`src/rtl/core/ttmf_pkg.sv`:
```
// Shared constants and types for the touch trimmed-mean filter.
// No dependencies; imported by touch_trimmed_mean_filter and its checker.
`default_nettype none

package ttmf_pkg;

    localparam int SAMPLES   = 10;
    localparam int SMP_W     = 12;
    localparam int X_W       = 12;
    localparam int Y_W       = 11;
    localparam int IDX_W     = $clog2(SAMPLES);
    localparam int RANK_LO   = 3;
    localparam int RANK_HI   = 5;
    localparam int SUM_W     = 14;
    localparam int RECIP_W   = 14;
    localparam int PROD_W    = SUM_W + RECIP_W;
    localparam int DIV_SHIFT = 15;

    // floor(s / 3) == (s * RECIP3) >> DIV_SHIFT for s < 2**SUM_W
    localparam logic [RECIP_W-1:0] RECIP3 = RECIP_W'(10923);
    localparam logic [Y_W-1:0]     Y_TOP  = Y_W'(2047);

    typedef struct packed {
        logic [SMP_W-1:0] y;
        logic [SMP_W-1:0] x;
    } pair_t;

    typedef enum logic [5:0] {
        ST_COLLECT = 6'b000001,
        ST_SCAN    = 6'b000010,
        ST_NEXT    = 6'b000100,
        ST_DIV     = 6'b001000,
        ST_MEAN    = 6'b010000,
        ST_EMIT    = 6'b100000
    } state_t;

endpackage

`default_nettype wire

```
`src/rtl/core/touch_trimmed_mean_filter.sv`:
```
// Touch trimmed-mean filter: collects SAMPLES X/Y pairs, ranks each channel with one
// shared comparator over a rotating sample ring, averages ranks 3..5 and outputs Y as
// Y_TOP minus its mean, clamped at 0. Depends on ttmf_pkg. Non-final samples are accepted
// while in_ready is high; the set-completing sample starts the rank scan, which holds
// in_ready low until the result is emitted, also while out_ready stalls it.
// Reset: rst_n (async, active low) clears the sequencer, sample count and output valid.
`default_nettype none

module touch_trimmed_mean_filter (
    input  wire                      clk,
    input  wire                      rst_n,
    input  wire                      in_valid,
    output logic                     in_ready,
    input  wire  [ttmf_pkg::SMP_W-1:0] x_sample,
    input  wire  [ttmf_pkg::SMP_W-1:0] y_sample,
    output logic                     out_valid,
    input  wire                      out_ready,
    output logic [ttmf_pkg::X_W-1:0] x_position,
    output logic [ttmf_pkg::Y_W-1:0] y_position
);
    import ttmf_pkg::*;

    localparam logic [IDX_W-1:0] LAST    = IDX_W'(SAMPLES - 1);
    localparam logic [IDX_W:0]   N_WIDE  = (IDX_W + 1)'(SAMPLES);
    localparam logic [IDX_W-1:0] R_LO    = IDX_W'(RANK_LO);
    localparam logic [IDX_W-1:0] R_HI    = IDX_W'(RANK_HI);

    state_t            state_reg, state_next;
    logic [IDX_W-1:0]  count_reg, count_next;
    logic [IDX_W-1:0]  i_reg, i_next;
    logic [IDX_W-1:0]  j_reg, j_next;
    logic [IDX_W-1:0]  rank_reg, rank_next;
    logic              chan_reg, chan_next;
    logic              out_valid_reg, out_valid_next;

    pair_t             ring_reg [SAMPLES];
    pair_t             cand_reg;
    logic [SUM_W-1:0]  sum_reg, sum_next;
    logic [PROD_W-1:0] prod_reg;
    logic [X_W-1:0]    x_mean_reg;
    logic [Y_W-1:0]    y_res_reg;
    logic [X_W-1:0]    x_out_reg;
    logic [Y_W-1:0]    y_out_reg;

    logic              in_xfer;
    logic              slot_free;
    logic              shift_in;
    logic              rotate;
    logic [SMP_W-1:0]  cur_val;
    logic [SMP_W-1:0]  cand_val;
    logic              tie_win;
    logic              less;
    logic [SMP_W-1:0]  mean;
    logic [Y_W-1:0]    y_calc;

    assign in_ready   = (state_reg == ST_COLLECT);
    assign in_xfer    = in_valid && in_ready;
    assign slot_free  = !out_valid_reg || out_ready;
    assign out_valid  = out_valid_reg;
    assign x_position = x_out_reg;
    assign y_position = y_out_reg;

    // shared compare unit; ties broken by original slot order
    assign cur_val  = chan_reg ? ring_reg[0].y : ring_reg[0].x;
    assign cand_val = chan_reg ? cand_reg.y : cand_reg.x;
    assign tie_win  = (({1'b0, j_reg} + {1'b0, i_reg}) >= N_WIDE);
    assign less     = (cur_val < cand_val) || ((cur_val == cand_val) && tie_win);

    assign mean   = prod_reg[DIV_SHIFT +: SMP_W];
    assign y_calc = (mean > {1'b0, Y_TOP}) ? '0 : (Y_TOP - mean[Y_W-1:0]);

    assign shift_in = in_xfer;
    assign rotate   = (state_reg == ST_SCAN) || (state_reg == ST_NEXT);

    always_comb
    begin
        state_next     = state_reg;
        count_next     = count_reg;
        i_next         = i_reg;
        j_next         = j_reg;
        rank_next      = rank_reg;
        chan_next      = chan_reg;
        sum_next       = sum_reg;
        out_valid_next = out_valid_reg;

        if (out_valid_reg && out_ready)
        begin
            out_valid_next = 1'b0;
        end

        unique case (state_reg)
            ST_COLLECT:
            begin
                if (in_xfer)
                begin
                    if (count_reg == LAST)
                    begin
                        count_next = '0;
                        i_next     = '0;
                        j_next     = '0;
                        rank_next  = '0;
                        chan_next  = 1'b0;
                        sum_next   = '0;
                        state_next = ST_SCAN;
                    end
                    else
                    begin
                        count_next = count_reg + 1'b1;
                    end
                end
            end
            ST_SCAN:
            begin
                rank_next = rank_reg + IDX_W'(less);
                j_next    = j_reg + 1'b1;
                if (j_reg == LAST)
                begin
                    state_next = ST_NEXT;
                end
            end
            ST_NEXT:
            begin
                if ((rank_reg >= R_LO) && (rank_reg <= R_HI))
                begin
                    sum_next = sum_reg + SUM_W'(cand_val);
                end
                j_next    = '0;
                rank_next = '0;
                if (i_reg == LAST)
                begin
                    i_next     = '0;
                    state_next = ST_DIV;
                end
                else
                begin
                    i_next     = i_reg + 1'b1;
                    state_next = ST_SCAN;
                end
            end
            ST_DIV:
            begin
                state_next = ST_MEAN;
            end
            ST_MEAN:
            begin
                sum_next = '0;
                if (chan_reg)
                begin
                    state_next = ST_EMIT;
                end
                else
                begin
                    chan_next  = 1'b1;
                    state_next = ST_SCAN;
                end
            end
            ST_EMIT:
            begin
                if (slot_free)
                begin
                    out_valid_next = 1'b1;
                    state_next     = ST_COLLECT;
                end
            end
            default:
            begin
                state_next = ST_COLLECT;
            end
        endcase
    end

    always_ff @(posedge clk or negedge rst_n)
    begin
        if (!rst_n)
        begin
            state_reg     <= ST_COLLECT;
            count_reg     <= '0;
            i_reg         <= '0;
            j_reg         <= '0;
            rank_reg      <= '0;
            chan_reg      <= 1'b0;
            out_valid_reg <= 1'b0;
        end
        else
        begin
            state_reg     <= state_next;
            count_reg     <= count_next;
            i_reg         <= i_next;
            j_reg         <= j_next;
            rank_reg      <= rank_next;
            chan_reg      <= chan_next;
            out_valid_reg <= out_valid_next;
        end
    end

    always_ff @(posedge clk)
    begin
        if (shift_in)
        begin
            for (int k = 0; k < SAMPLES - 1; k++)
            begin
                ring_reg[k] <= ring_reg[k+1];
            end
            ring_reg[SAMPLES-1] <= '{y: y_sample, x: x_sample};
        end
        else if (rotate)
        begin
            for (int k = 0; k < SAMPLES - 1; k++)
            begin
                ring_reg[k] <= ring_reg[k+1];
            end
            ring_reg[SAMPLES-1] <= ring_reg[0];
        end

        // next candidate sits one slot ahead of the ring head
        if ((in_xfer && (count_reg == LAST)) || (state_reg == ST_NEXT))
        begin
            cand_reg <= ring_reg[1];
        end

        sum_reg <= sum_next;

        if (state_reg == ST_DIV)
        begin
            prod_reg <= PROD_W'(sum_reg) * PROD_W'(RECIP3);
        end

        if ((state_reg == ST_MEAN) && !chan_reg)
        begin
            x_mean_reg <= mean;
        end
        if ((state_reg == ST_MEAN) && chan_reg)
        begin
            y_res_reg <= y_calc;
        end

        if ((state_reg == ST_EMIT) && slot_free)
        begin
            x_out_reg <= x_mean_reg;
            y_out_reg <= y_res_reg;
        end
    end

endmodule

`default_nettype wire

```
`config.mk`:
```
export PLATFORM = sky130hd
export DESIGN_NAME = touch_trimmed_mean_filter
export DESIGN_NICKNAME = d
export VERILOG_FILES = /design/src/rtl/core/ttmf_pkg.sv /design/src/rtl/core/touch_trimmed_mean_filter.sv
export SDC_FILE = /design/constraint.sdc
export NUM_CORES = 1
export LEC_CHECK = 0
export BUFFER_PORTS_ARGS = -buffer_cell sky130_fd_sc_hd__buf_2
export CAP_MARGIN = 20
export CORE_ASPECT_RATIO = 1.25
export CORE_MARGIN = 3
export CORE_UTILIZATION = 69
export CTS_BUF_LIST = sky130_fd_sc_hd__clkbuf_4 sky130_fd_sc_hd__clkbuf_8
export DETAILED_ROUTE_END_ITERATION = 10
export PLACE_DENSITY = 0.87
export SKIP_CTS_REPAIR_TIMING = 1
export SYNTH_ARGS = -nofsm -noshare
export SYNTH_HDL_FRONTEND = slang
export SYNTH_SLANG_ARGS = --single-unit
```
`constraint.sdc`:
```
create_clock -name clk -period 19 [get_ports clk]
set_clock_uncertainty 0.05 [all_clocks]
set_input_delay 3.8 -clock clk [delete_from_list [all_inputs] [get_ports clk]]
set_output_delay 3.8 -clock clk [all_outputs]
set_load 0.05 [all_outputs]
```
==> out/metrics.yaml, run 1 <==
synth_top_area_frac: 0.6207
setup_tns_ns: 0
cts_num_sinks: 360
start_util: 0.7055
cts_buffers: 49
r2r_end: "prod_reg[21]"
reg2reg_depth: 18
ys_warn_count: 0
drc: 0
dp_hpwl_mm: 18.55
placed_cells: 1361
area_growth_pct: 9.853
drt-vias-per-instance: 5.703
syn_area_um2: 16250
layout_commonest_cell: "edfxtp_1"
synth_area_per_cell_um2: 15.83
num_antenna_cells: 0
critPathLaunchType: "input pin"
p_leak_uw: 0.007803
grt_setup_unrepaired: "false"
endpoint_kind: "register"
grt_pass1_vias: 8773
fin_cells: 1451
cts_max_path_buffers: 3
core_area_um2: 23040
synth-async-reset-ratio: 0.06667
finalSetupViolCount: 0
ir_drop_uv: 92.59
synth_ff_type: "edfxtp_1"
synthTopCellsByArea: "edfxtp_1 62%, ha_1 9.5%, fa_1 7.1%"
ys_seq_elements: 360
maxSlewHeadroom: 0.2938
cts_root_buf: "clkbuf_8"
tightest_slew_ns: 1.059
synth_edf_count: 336
grt_max_degree: 91
crit_required_ns: 19.12
final_nets: 1335
postSynthCellCount: 1027
postRouteAntennaNets: 0
ioPinCount: 53
hold_path_class: "register to register"
max_freq_ghz: 0.1555
synthesis.nets: 1236
largest_register_ffs: 240
min_to: "ring_reg[0][194]"
finalMaxSlewViolations: 0
die_w_um: 143.3
drtPass1Iterations: 5
timing.rr.start: "sum_reg[8]"
vias: 8275
overflow: 0
min_from: "ring_reg[0][218]"
clkLatencyLatePin_ns: 0.57
hold-path-cell-count: 0
portBuffers: 52
antenna_found_initial: 0
rrSetupSlack_ns: 13.44
synth_top_cell_by_area: "edfxtp_1"
post-route-period-util: 0.3384
status: "complete, no violations"
worst-path-max-fanout: 90
fp.dieArea_um2: 25450
first_iter_violations: 452
final-hold-violation-count: 0
fillers: 1279
period_needed_ns: 6.429
synth_cell_types: 60
final_cell_mix: "336 x edfxtp_1, 133 x inv_1, 123 x ha_1"
cp_data_arrival_time_ns: 6.55
routabilityCongestion: 0.9347
clkTransAtPathRegs_ns: 0.07
cts_tree: "done"
wl_per_cell_um: 18.26
power.density_nw_per_um2: 79.70
h-tree-depth: 2
wirelength_mm: 26.50
rows: 62
drv_cap: 0
grt_usage: 0.2183
grt_pass1_wl_mm: 42.95
die_h_um: 177.6
layout-drive-gt1-share: 0.1574
synth_seq_area_share: 0.6578
path_class: "input pin to register"
-- logic make-up (layout without fill, tap and decap cells) --
family,Yosys count,count (layout),synth area share
flip-flops,360,360,0.6578
adder cells (fa/ha/maj),181,181,0.1661
AND/OR/NAND/NOR,146,146,0.04634
buffers and inverters,144,280,0.03372
AO/OA/AOI/OAI,115,115,0.04557
multiplexers,51,51,0.03433
XOR/XNOR,30,30,0.01616
-- worst max-delay path by stage --
stage / slack (ns) / from / depth (start not counted) / endpoint
4_1_cts: 12.58 / in_valid / 5 / ring_reg[0][101]
3_5_place_dp: 11.93 / in_valid / 5 / ring_reg[0][113]
2_1_floorplan: 9.30 / in_valid / 2 / ring_reg[0][0]
5_1_grt: 12.27 / in_valid / 5 / ring_reg[0][65]
6_report: 12.57 / in_valid / 5 / ring_reg[0][65]
3_3_place_gp: 12.04 / in_valid / 5 / ring_reg[0][113]
-- power breakdown --
part	internal, uW	total (uW)	leakage (uW)	switching, uW
Clock	298	566	0.000512	268
Sequential	854	854	0.00412	0.00000000000000396
Combinational	1.99	3.79	0.00317	1.80
-- Yosys cell counts, types with 3 or more instances --
library cell / count
a211oi_1: 5
a21o_1: 13
a21oi_1: 26
a22o_1: 3
and3_1: 3
buf_2: 3
clkbuf_1: 5
dfrtp_1: 23
edfxtp_1: 336
fa_1: 58
ha_1: 123
inv_1: 133
mux2_1: 3
mux2_2: 35
mux2i_1: 13
nand2_1: 34
nand2b_1: 9
nand3_1: 6
nand3b_1: 4
nand4_1: 8
nor2_1: 48
nor2b_1: 6
nor3_1: 8
nor3b_1: 3
o2111ai_1: 3
o211ai_1: 4
o21a_1: 5
o21ai_0: 31
o21bai_1: 3
o22ai_1: 4
o31ai_1: 3
xnor2_1: 17
xor2_1: 13
-- worst max-delay path, cell delays in order --
cell and delay (ns):
buf_2 0.09, nand2_1 0.10, nand2_4 0.61, buf_4 0.90, buf_4 0.94
-- stage by stage --
stage | utilization | hold WS [ns] | instance area (um^2) | total power (uW) | setup WS (ns)
final | 0.7750 | 0.3611 | 17860 | 1423 | 12.57
after global routing | 0.7750 | 0.3705 | 17860 | 1472 | 12.27
after CTS | 0.7740 | 0.3651 | 17830 | 1441 | 12.58
after detailed placement | 0.7324 | 0.3545 | 16870 | 874.4 | 11.93
after global placement | 0.7324 | 0.3503 | 16870 | 874.3 | 12.04
after floorplan | - | 0.3503 | 16250 | 870.6 | 9.297
-- per-layer routing --
layer / share of wire / GRT usage / wire, um / vias up
met4: 0.029 / 0.07928 / 770 / 0
li1: - / - / - / 3927
met3: 0.039 / 0.03288 / 1038 / 54
met1: 0.41 / 0.2871 / 10920 / 4098
met5: 0 / 0 / 0 / -
met2: 0.52 / 0.3742 / 13770 / 196
-- area by class of cell --
cell class / count / area (um^2) / share of cell area
Clock buffer: 69 / 830.8 / 0.04653
Sequential cell: 360 / 10690 / 0.5988
Tap cell: 288 / 360.3 / 0.02018
Clock inverter: 19 / 128.9 / 0.007217
Multi-Input combinational cell: 523 / 5025 / 0.2814
Inverter: 133 / 499.2 / 0.02796
Timing Repair Buffer: 59 / 320.3 / 0.01794
(Power assumes the default switching activity.)
==> run 2: changes to the inputs <==
- ABC_AREA: unset -> 1
- CORE_UTILIZATION: 69 -> 58
- PLACE_DENSITY: 0.87 -> 0.78
- clock period: 19 -> 5.2 ns (I/O delays scaled with it)
==> out/metrics.yaml, run 2 <==
status: "complete, no violations"
synth_ff_type: "edfxtp_1"
die_h_um: 197.4
synthTopCellsByArea: "edfxtp_1 59%, ha_1 9.1%, fa_1 6.8%"
post-route-period-util: 0.9560
vias: 9783
min_to: "ring_reg[0][111]"
largest_register_ffs: 240
path_class: "register to register"
cts_num_sinks: 360
antenna_found_initial: 0
first_iter_violations: 589
endpoint_kind: "register"
tightest_slew_ns: 0.9708
cp_data_arrival_time_ns: 5.26
reg2reg_depth: 21
min_from: "ring_reg[0][135]"
grt_pass1_wl_mm: 49.29
grt_usage: 0.1980
synthesis.nets: 1570
h-tree-depth: 2
final_nets: 1690
wl_per_cell_um: 16.03
drv_cap: 0
overflow: 0
clkLatencyLatePin_ns: 0.58
synth_edf_count: 336
ys_warn_count: 0
postSynthCellCount: 1361
start_util: 0.5930
drc: 0
core_area_um2: 28660
worst-path-max-fanout: 4
yosys-top-cells-count: "336 x edfxtp_1, 302 x nand2_1, 204 x inv_1"
drtPass1Iterations: 7
synth_top_area_frac: 0.5936
postRouteAntennaNets: 0
finalSetupViolCount: 0
cts_tree: "done"
rows: 69
r2r_end: "prod_reg[26]"
synth_top_cell_by_area: "edfxtp_1"
final_core_util: 0.6593
clkTransAtPathRegs_ns: 0.07
max_freq_ghz: 0.2012
drt-vias-per-instance: 5.130
rrSetupSlack_ns: 0.23
cts_buffers: 51
hold-path-cell-count: 0
synth-async-reset-ratio: 0.06667
worst_hold_slack_ns: 0.3577
portBuffers: 52
ioPinCount: 53
final-hold-violation-count: 0
layout_commonest_cell: "edfxtp_1"
wirelength_mm: 30.57
synth_area_per_cell_um2: 12.49
num_antenna_cells: 0
synth_seq_area_share: 0.6290
synth.most_common_cell: "edfxtp_1"
period_needed_ns: 4.971
grt_max_degree: 115
fp.dieArea_um2: 31410
timing.rr.start: "sum_reg[2]"
maxSlewHeadroom: 0.3504
grt_pass1_vias: 9743
cts_root_buf: "clkbuf_8"
critPathLaunchType: "register"
dp_hpwl_mm: 22.72
syn_area_um2: 17000
die_w_um: 159.1
synth_cell_types: 40
area_growth_pct: 11.18
final_cell_mix: "336 x edfxtp_1, 301 x nand2_1, 204 x inv_1"
finalMaxSlewViolations: 0
routabilityCongestion: 0.9386
crit_required_ns: 5.49
cts_max_path_buffers: 3
ys_seq_elements: 360
hold_path_class: "register to register"
layout-drive-gt1-share: 0.1279
-- run 2: changes by cell type after synthesis, moves of 10 or more --
cell,change
a21oi_1,+20
inv_1,+71
mux2_2,-35
mux2i_1,-12
nand2_1,+268
nand3_1,+30
nand4_1,+10
nor2_1,+36
or2_2,+12
xnor2_1,-12
-- run 2: metrics by stage --
step           setup TNS [ns]  std cells  area (um^2)  worst slack, ns
2_1_floorplan               0       1361        17000           0.5148
3_3_place_gp                0       1800        17770           0.1692
3_5_place_dp                0       1801        17780          0.09609
4_1_cts                     0       1890        18730          0.08535
5_1_grt              -0.01686       1907        18900        -0.008045
6_report                    0       1907        18900           0.2289
-- run 2: layout make-up --
type | count | area, um^2
Multi-Input combinational cell | 781 | 5509
Inverter | 210 | 788.3
Tap cell | 390 | 488.0
Fill cell | 2147 | 9766
Clock inverter | 17 | 88.84
Clock buffer | 72 | 859.6
Timing Repair Buffer | 77 | 471.7
Sequential cell | 360 | 10690
-- run 2: cell families (layout without fill, tap and decap cells) --
logic type | Yosys count | count (layout) | share of synthesized area
compound gates | 110 | 110 | 0.03592
simple gates | 472 | 472 | 0.1168
mux | 1 | 1 | 0.0005890
fa+ha+maj | 181 | 181 | 0.1589
xor+xnor | 17 | 17 | 0.008760
buf+inv | 220 | 376 | 0.05006
flops | 360 | 360 | 0.6290
-- run 2: per-layer routing --
| metal | global-route usage | part of all wire |
|---|---|---|
| met1 | 0.2591 | 0.43 |
| met3 | 0.02643 | 0.031 |
| met2 | 0.3495 | 0.52 |
| met5 | 0 | 0 |
| met4 | 0.06098 | 0.023 |
-- run 2: worst max-delay path by stage --
| stage | from | end | slack (ns) | cells past startpoint |
|---|---|---|---|---|
| after global placement | sum_reg[1] | prod_reg[22] | 0.17 | 20 |
| final | sum_reg[2] | prod_reg[26] | 0.23 | 21 |
| after detailed placement | sum_reg[1] | prod_reg[22] | 0.1 | 20 |
| after floorplan | in_valid | ring_reg[0][0] | 0.51 | 4 |
| after global routing | sum_reg[2] | prod_reg[22] | -0.008 | 20 |
| after CTS | sum_reg[1] | prod_reg[22] | 0.09 | 20 |
-- run 2: critical path: stages (launching register included) --
cell      delay (ns)
edfxtp_1        0.47
ha_1            0.41
ha_1            0.32
inv_1           0.05
fa_1            0.48
inv_1           0.06
fa_1            0.54
inv_1           0.06
fa_1            0.50
fa_1            0.54
inv_1           0.05
ha_1            0.33
nand2_1         0.14
inv_1           0.07
nand2_1         0.06
nand2_1         0.07
nand2_1         0.07
nand2_1         0.06
a21oi_1         0.18
nand2_1         0.09
nand2_1         0.06
nand2_1         0.04
Power of run 2 is left out: the tool's default activity adds up to more than one toggle a clock period on the data nets, which glitch-free logic cannot reach.
==> run 3: changes to the inputs <==
- RECOVER_POWER: unset -> 50
==> out/metrics.yaml, run 3 (synthesized netlist as in run 2, its figures left out) <==
pre_cts_slack_ns: 0.09609
worst-path-max-fanout: 4
layout-drive-gt1-share: 0.1167
rrSetupSlack_ns: 0.24
maxSlewHeadroom: 0.1403
timing.rr.start: "sum_reg[2]"
layout_commonest_cell: "edfxtp_1"
dp_hpwl_mm: 22.72
largest_register_ffs: 240
cts_max_path_buffers: 3
grt_pass1_vias: 9743
antenna_found_initial: 0
grt_usage: 0.1980
fp.dieArea_um2: 31410
clkTransAtPathRegs_ns: 0.07
cts_num_sinks: 360
cts_root_buf: "clkbuf_8"
clkLatencyLatePin_ns: 0.58
num_antenna_cells: 0
seq_area_um2: 10690
vias: 9773
final_nets: 1690
cp_data_arrival_time_ns: 5.24
worst_slack_ns: 0.2414
crit_required_ns: 5.48
fin_cells: 1907
finalMaxSlewViolations: 0
final-hold-violation-count: 0
r2r_end: "prod_reg[26]"
fillers: 2167
routabilityCongestion: 0.9386
max_freq_ghz: 0.2017
cts_buffers: 51
multi_input_area_um2: 5435
start_util: 0.5930
cp_slowest_cell: "fa_1"
drv_cap: 0
path_class: "register to register"
cts_tree: "done"
grt_pass1_wl_mm: 49.29
ioPinCount: 53
crit_chain: "ha_1 -> fa_1 -> inv_1 -> fa_1 -> inv_1 -> fa_1 -> inv_1 -> fa_1 -> inv_1 -> ha_1 -> ha_1 -> nand2_1 -> nor2_2 -> buf_4 -> nand2_1 -> nand2_1 -> a21oi_1 -> nand2_1 -> nand2_1 -> nand2_1"
post-route-period-util: 0.9536
final_cell_mix: "336 x edfxtp_1, 302 x nand2_1, 209 x inv_1"
postRouteAntennaNets: 0
portBuffers: 52
finalSetupViolCount: 0
drc: 0
top_usage_layer: "met2"
drt-vias-per-instance: 5.125
use_met1: 0.2591
wirelength_mm: 30.58
core_area_um2: 28660
area_growth_pct: 10.65
crit_start: "sum_reg[2]"
wl_per_cell_um: 16.04
endpoint_kind: "register"
placed_cells: 1801
die_w_um: 159.1
critPathCapture: "prod_reg[26]"
die_h_um: 197.4
tightest_slew_ns: 1.290
status: "complete, no violations"
crit_path_frequent_cell: "nand2_1"
grt_max_degree: 115
max_stage_delay_ns: 0.53
drtPass1Iterations: 7
grt_use_met3: 0.02643
first_iter_violations: 613
h-tree-depth: 2
setup_tns_ns: 0
critPathLaunchType: "register"
period_needed_ns: 4.959
hold_path_class: "register to register"
rows: 69
met2_usage: 0.3495
reg2reg_depth: 20
overflow: 0
run 3: changes by cell type in the layout (fill, tap and decap cells not counted), sizes merged:
cell,change
buf,-3
clkbuf,+3
run 3: critical path, delay by kind of cell (launching register included):
family,cells,cell delay [ns]
and+or+nand+nor,7,0.54
buffers and inverters,5,0.35
AOI/OAI and AO/OA,1,0.18
adders and majority gates,7,3.11
DFF,1,0.48
run 3: through the flow:
| stage | utilization | hold WS (ns) | cell area (um^2) |
|---|---|---|---|
| 2_1_floorplan | - | 0.3503 | 17000 |
| 3_3_place_gp | 0.6200 | 0.3507 | 17770 |
| 5_1_grt | 0.6561 | 0.3715 | 18810 |
| 6_report | 0.6561 | 0.3593 | 18810 |
| 3_5_place_dp | 0.6204 | 0.3545 | 17780 |
| 4_1_cts | 0.6535 | 0.3620 | 18730 |
run 3: per-layer routing:
| metal | vias to the layer above | share of wire |
|---|---|---|
| met5 | - | 0 |
| met4 | 0 | 0.023 |
| met3 | 47 | 0.031 |
| met2 | 164 | 0.52 |
| met1 | 4739 | 0.43 |
| li1 | 4823 | - |
run 3: final cells by class:
class / instances / share of cell area
inverters: 210 / 0.04191
repair buffers: 77 / 0.02422
well taps: 390 / 0.02595
flip-flops and latches: 360 / 0.5685
clock inverters: 17 / 0.004724
clock buffers: 72 / 0.04571
multi-input cells: 781 / 0.2890
run 3: how the worst min path moves through the flow:
stage                      from               end  cells after the start
6_report       ring_reg[0][135]  ring_reg[0][111]                      0
4_1_cts                   rst_n          j_reg[2]                      1
3_5_place_dp   ring_reg[0][146]  ring_reg[0][122]                      0
3_3_place_gp   ring_reg[0][186]  ring_reg[0][162]                      0
2_1_floorplan  ring_reg[0][124]  ring_reg[0][100]                      0
5_1_grt         ring_reg[0][74]   ring_reg[0][50]                      0
Power of run 3 is left out for the same reason.
